<file path="config.mk">
export PLATFORM = sky130hd
export DESIGN_NAME = sact_lookup
export DESIGN_NICKNAME = d
export VERILOG_FILES = /design/src/hw/rtl/sact_pkg.sv /design/src/hw/rtl/sact_lookup.sv
export SDC_FILE = /design/constraint.sdc
export NUM_CORES = 1
export LEC_CHECK = 0
export BUFFER_PORTS_ARGS = -buffer_cell sky130_fd_sc_hd__buf_2
export CAP_MARGIN = 20
export CORE_AREA = 2 2 230 232
export DETAILED_ROUTE_END_ITERATION = 10
export DIE_AREA = 0 0 232 234
export PLACE_DENSITY = 0.4
export SYNTH_ARGS = -nofsm -noshare
export SYNTH_HDL_FRONTEND = slang
export SYNTH_SLANG_ARGS = --single-unit
</file>
<file path="constraint.sdc">
create_clock -name vclk -period 22.6
set_input_delay 4.52 -clock vclk [all_inputs]
set_output_delay 4.52 -clock vclk [all_outputs]
set_load 0.005 [all_outputs]
</file>
<file path="src/hw/rtl/sact_pkg.sv">
// Shared types and constants of the set-associative cache tag store.
`default_nettype none

package sact_pkg;

  localparam int DEF_MAX_SETS = 64;
  localparam int DEF_WAYS     = 4;

  localparam int ADDR_W     = 32;
  localparam int TAG_W      = 32;
  localparam int STAMP_W    = 32;
  localparam int CNT_W      = 32;
  localparam int SETNUM_W   = 6;
  localparam int WAYNUM_W   = 2;
  localparam int CFG_IDX_W  = 2;
  localparam int CFG_DATA_W = 4;

  localparam logic [CFG_IDX_W-1:0] REG_LOG2_BLOCK = 2'd0;
  localparam logic [CFG_IDX_W-1:0] REG_LOG2_SETS  = 2'd1;
  localparam logic [CFG_IDX_W-1:0] REG_WAYS_USED  = 2'd2;

  localparam logic [3:0] RST_LOG2_BLOCK = 4'd6;
  localparam logic [2:0] RST_LOG2_SETS  = 3'd5;
  localparam logic [2:0] RST_WAYS_USED  = 3'd2;
  localparam logic [3:0] BLK_SHIFT_MAX  = 4'd12;

  typedef struct packed {
    logic               valid;
    logic [TAG_W-1:0]   tag;
    logic [STAMP_W-1:0] stamp;
  } line_t;

  typedef enum logic [1:0] {
    ST_CLEAR,
    ST_IDLE,
    ST_LOOKUP
  } state_t;

endpackage

`default_nettype wire

</file>
<file path="src/hw/rtl/sact_lookup.sv">
// Tag match, LRU victim tournament and row update for one set.
`default_nettype none

module sact_lookup #(
  parameter int WAYS  = sact_pkg::DEF_WAYS,
  parameter int WAY_W = (WAYS > 1) ? $clog2(WAYS) : 1,
  parameter int NW_W  = $clog2(WAYS + 1)
) (
  input  wire  sact_pkg::line_t [WAYS-1:0] row_i,
  input  wire  [sact_pkg::TAG_W-1:0]      tag_i,
  input  wire  [sact_pkg::STAMP_W-1:0]    stamp_i,
  input  wire  [NW_W-1:0]                 nw_i,
  output logic                            hit_o,
  output logic [WAY_W-1:0]                way_o,
  output sact_pkg::line_t [WAYS-1:0]      row_o
);

  localparam int LVL = (WAYS > 1) ? $clog2(WAYS) : 0;
  localparam int WP2 = 1 << LVL;

  logic                         in_use [WP2];
  logic                         c_use  [WP2];
  logic                         c_val  [WP2];
  logic [sact_pkg::STAMP_W-1:0] c_stamp[WP2];
  logic [WAY_W-1:0]             c_idx  [WP2];
  logic                         hit;
  logic [WAY_W-1:0]             hit_way;
  logic [WAY_W-1:0]             way;
  sact_pkg::line_t              fill;

  always_comb begin
    for (int i = 0; i < WP2; i++) begin
      in_use[i]  = 1'b0;
      c_use[i]   = 1'b0;
      c_val[i]   = 1'b0;
      c_stamp[i] = '0;
      c_idx[i]   = WAY_W'(i);
    end
    for (int w = 0; w < WAYS; w++) begin
      in_use[w]  = (NW_W'(w) < nw_i);
      c_use[w]   = in_use[w];
      c_val[w]   = row_i[w].valid;
      c_stamp[w] = row_i[w].stamp;
    end
    // Invalid lines win over valid ones, then the older stamp, then the lower way.
    for (int l = 0; l < LVL; l++) begin
      for (int i = 0; i < (WP2 >> 1); i++) begin
        if (i < (WP2 >> (l + 1))) begin
          if (c_use[2*i] && (!c_use[2*i+1] || !c_val[2*i] ||
              (c_val[2*i+1] && (c_stamp[2*i] <= c_stamp[2*i+1])))) begin
            c_use[i]   = c_use[2*i];
            c_val[i]   = c_val[2*i];
            c_stamp[i] = c_stamp[2*i];
            c_idx[i]   = c_idx[2*i];
          end else begin
            c_use[i]   = c_use[2*i+1];
            c_val[i]   = c_val[2*i+1];
            c_stamp[i] = c_stamp[2*i+1];
            c_idx[i]   = c_idx[2*i+1];
          end
        end
      end
    end
  end

  always_comb begin
    hit     = 1'b0;
    hit_way = '0;
    for (int w = WAYS - 1; w >= 0; w--) begin
      if (in_use[w] && row_i[w].valid && (row_i[w].tag == tag_i)) begin
        hit     = 1'b1;
        hit_way = WAY_W'(w);
      end
    end
  end

  assign way   = hit ? hit_way : c_idx[0];
  assign hit_o = hit;
  assign way_o = way;

  always_comb begin
    fill.valid = 1'b1;
    fill.tag   = tag_i;
    fill.stamp = stamp_i;
    for (int w = 0; w < WAYS; w++) begin
      row_o[w] = (way == WAY_W'(w)) ? fill : row_i[w];
    end
  end

endmodule

`default_nettype wire

</file>
* After elaboration in Yosys (flattened, before gate mapping)
Cells that the tools add are included.
Operators by class: magnitude comparators 7, equal/unequal tests 7, multiplexer cells 22, reductions and logical operators 27
Operators by type and width (count):
- 65-bit two-way mux | 4
- 32-bit equality test | 4
- 32-bit less-or-equal comparator | 3
- 32-bit two-way mux | 2
- 1-bit logical AND | 14
- 2-bit two-way mux | 6
- 1-bit two-way mux | 10
- 1-bit logical NOT | 6
- 1-bit logical OR | 6
- 1-bit by 3-bit < comparator with 1-bit output, first input constant | 2
- 2-bit by 3-bit < comparator with 1-bit output, first input constant | 2
- 2-bit equality test, second input constant | 2
- 2-bit by 1-bit equality test with 1-bit output, second input constant | 1
- 2-bit logical NOT | 1
Storage, ports and cells: register bits 0, bits of input ports 327, output and inout bits 263, logic and storage cells 63

* Logic depth before layout (Yosys ltp)
depth after elaboration 14, gate-level depth with buffers 23

* Worst setup path after synthesis
Ideal clock, no wire load.
kind in2out, from in row_i[74] (netlist name), to out row_o[15] (netlist name), arrival 8.909 ns, data required time 18.080 ns, slack 9.171 ns, stages 22, buffers on the path 4, cells stage by stage inv_1 > ha_1 > a21o_1 > nand3_1 > a21oi_1 > a2111o_1 > o211a_1 > or3_1 > clkbuf_1 > clkbuf_1 > mux2_2 > ha_1 > nor2b_1 > o211ai_1 > a2111o_1 > nand3_1 > o21ai_0 > nand3_1 > o31ai_1 > buf_2 > buf_4 > mux2_2
RTL lines:
- start, declared | line sact_lookup.sv:9 | input wire sact_pkg::line_t [WAYS-1:0] row_i,
- end, declared | line sact_lookup.sv:15 | output sact_pkg::line_t [WAYS-1:0] row_o

==> results.txt <==
Post-detailed-routing wire length = 51,200 um
Violation count after the first detailed-routing iteration = 293
Worst hold path type = in2out
Vias in the first global route = 9,570
Hold-fix buffers at CTS = 0
Sequential cell area in the final layout = 0 um2
Synthesized area per cell = 8.86 um2
Number of hold violations in the final report = 0
Port buffer count = 590
Flip-flop and latch count = 0
Worst Setup Path Type = in2out
Biggest area contributors in the synthesized netlist = mux2_2, ha_1, xor2_1
Static leakage = 5.92 nW
Worst IR drop on VDD = 0.0139 mV
Post-route fraction of the period consumed by the critical path = 67.9%
Overall routing resource usage = 17.5%
Yosys top cell area share = 25.5%
Worst hold path cell count = 3
Capture point of the worst path = row_o[193]
Number of resized instances in the post-cts repair step = 0
Sum of negative setup slack = 0 ps
Ranking of synthesized cells by instance count = mux2_2, ha_1, xor2_1
Sort of element at the start of the critical path = input pin
Final worst slack = 7240 ps
Run status = finished, final reports clean
Sequential element share of the synthesized area = 0%
Nets in the synthesized netlist = 1,364
DPL Wire Length = 45,300 um
Cell count after synthesis = 941
Transition time of the tightest slew-check pin = 973 ps
Most common cell in the synthesized netlist = mux2_2
Setup Slack @ Placement = 6820 ps
DR DRC count = 0
Initial core utilization = 16.0%
Ratio of routed vias to standard cells = 4.37
Antenna violations before repair = 5
Global placement routability congestion = 0.906
Die area = 54,300 um2
Placed Area = 11,900 um2
Area of combinational cells with multiple inputs = 7680 um2
Critical path arrival = 10,840 ps
Cell area after technology mapping = 8340 um2
Cell count after placement = 2,163
Total power per unit cell area = 26.9 nW/um2
Initial DRT Pass Iterations = 8
Element type at the critical path end = output pin
Setup Viol. Count Final = 0
Max-cap check violation count = 0
Remaining number of nets flagged by the antenna check after routing = 0
Final net count = 1,900
Required time of the worst setup path = 18,080 ps
Critical path origin = row_i[225]
Library cells used by synthesis = 55
Maximum number of pins on one net before global-route repair = 39
Final Hold Slack = 9360 ps
Worst-path fanout max = 36
Die height = 234 um
Final core utilization = 22.8%
Power, Total = 0.320 mW
Number of warnings reported in the yosys synthesis log = 0
Post-detailed-route wirelength per cell = 23.7 um
Fmax = 65.1 MHz
Number of fill cells = 5,855
Number of cell rows = 84
Unrepaired setup endpoints after global routing = no
Final cell count without fillers = 2,164
Max-slew violation count = 0
Die span in x = 232 um
Proportion of layout cells with a drive suffix above 1 = 57.8%
First-pass GRT wire length = 68,600 um
Post CTS Setup Buffer Count = 0
Worst relative slew slack = 34.6%
Core footprint = 52,000 um2
P&R area growth vs syn = 42.2%
Clock buffer count in the final layout = 0
Shortest clock period the worst path allows after layout = 15,360 ps
Design area = 11,900 um2
Number of primary I/O pins = 590
GRT overflow = 0
Cell type with the largest total area after synthesis = mux2_2
Vias after detailed routing = 9,454
area by class of cell:
cell class | instances | share of cell area, %
tap | 688 | 7.26
inverter | 68 | 2.15
timing repair buffer | 602 | 25.8
antenna | 1 | 0.0211
multi-input combinational | 805 | 64.8
placed cells by master, fill, tap and decap left out, drive strengths merged, types with 3 or more instances in the layout:
cell type / count
a211oi: 4
a21o: 10
a21oi: 39
and2: 4
buf: 602
ha: 96
inv: 68
mux2: 287
mux2i: 32
nand2: 27
nand2b: 5
nand3: 12
nand4: 35
nand4b: 3
nor2: 11
nor2b: 8
nor3: 11
nor4: 38
o211ai: 5
o21a: 3
o21ai: 18
or3: 3
xnor2: 35
xor2: 93
report_power, final:
part	internal, mW	switching [mW]
Combinational	0.152	0.168
Sequential	0	0
Clock	0.00000000595	0
layer usage:
| layer | vias to the layer above | part of all wire (%) | track usage [%] |
|---|---|---|---|
| met5 | - | 0.021 | 0 |
| met4 | 2 | 3.4 | 4.99 |
| met1 | 4471 | 39 | 19.6 |
| met2 | 415 | 52 | 34.5 |
| met3 | 45 | 4.8 | 1.73 |
| li1 | 4521 | - | - |
worst min path at each step:
stage	to	slack, ps	start
floorplan	row_o[129]	9130	row_i[129]
global placement	row_o[234]	9360	row_i[234]
detailed placement	row_o[243]	9350	row_i[243]
CTS	row_o[243]	9350	row_i[243]
global route	row_o[234]	9370	row_i[234]
finish	row_o[234]	9360	row_i[234]
kinds of logic (layout without fill, tap and decap cells):
logic type               Yosys count  after routing  synth area share, %
adder cells (fa/ha/maj)           96             96                 14.4
other                              0              1                    0
AND/OR/NAND/NOR                  168            168                 11.8
XOR/XNOR                         128            128                 13.4
multiplexers                     319            319                 44.8
buffers and inverters            136            670                 8.49
AO/OA/AOI/OAI                     94             94                 7.06
critical path, cell delays in order:
cell	delay, ps
buf_2	120
inv_1	50
ha_1	300
nand4_1	280
a2111oi_0	800
nor4_1	230
a31oi_4	330
buf_4	520
mux2i_1	190
ha_1	350
nand4_1	220
nor4_1	440
nand4b_1	200
nand2_1	60
o21ai_0	170
a21oi_1	170
o21ai_4	560
buf_16	240
buf_4	460
mux2_2	400
buf_2	130
(Power assumes the default switching activity.)
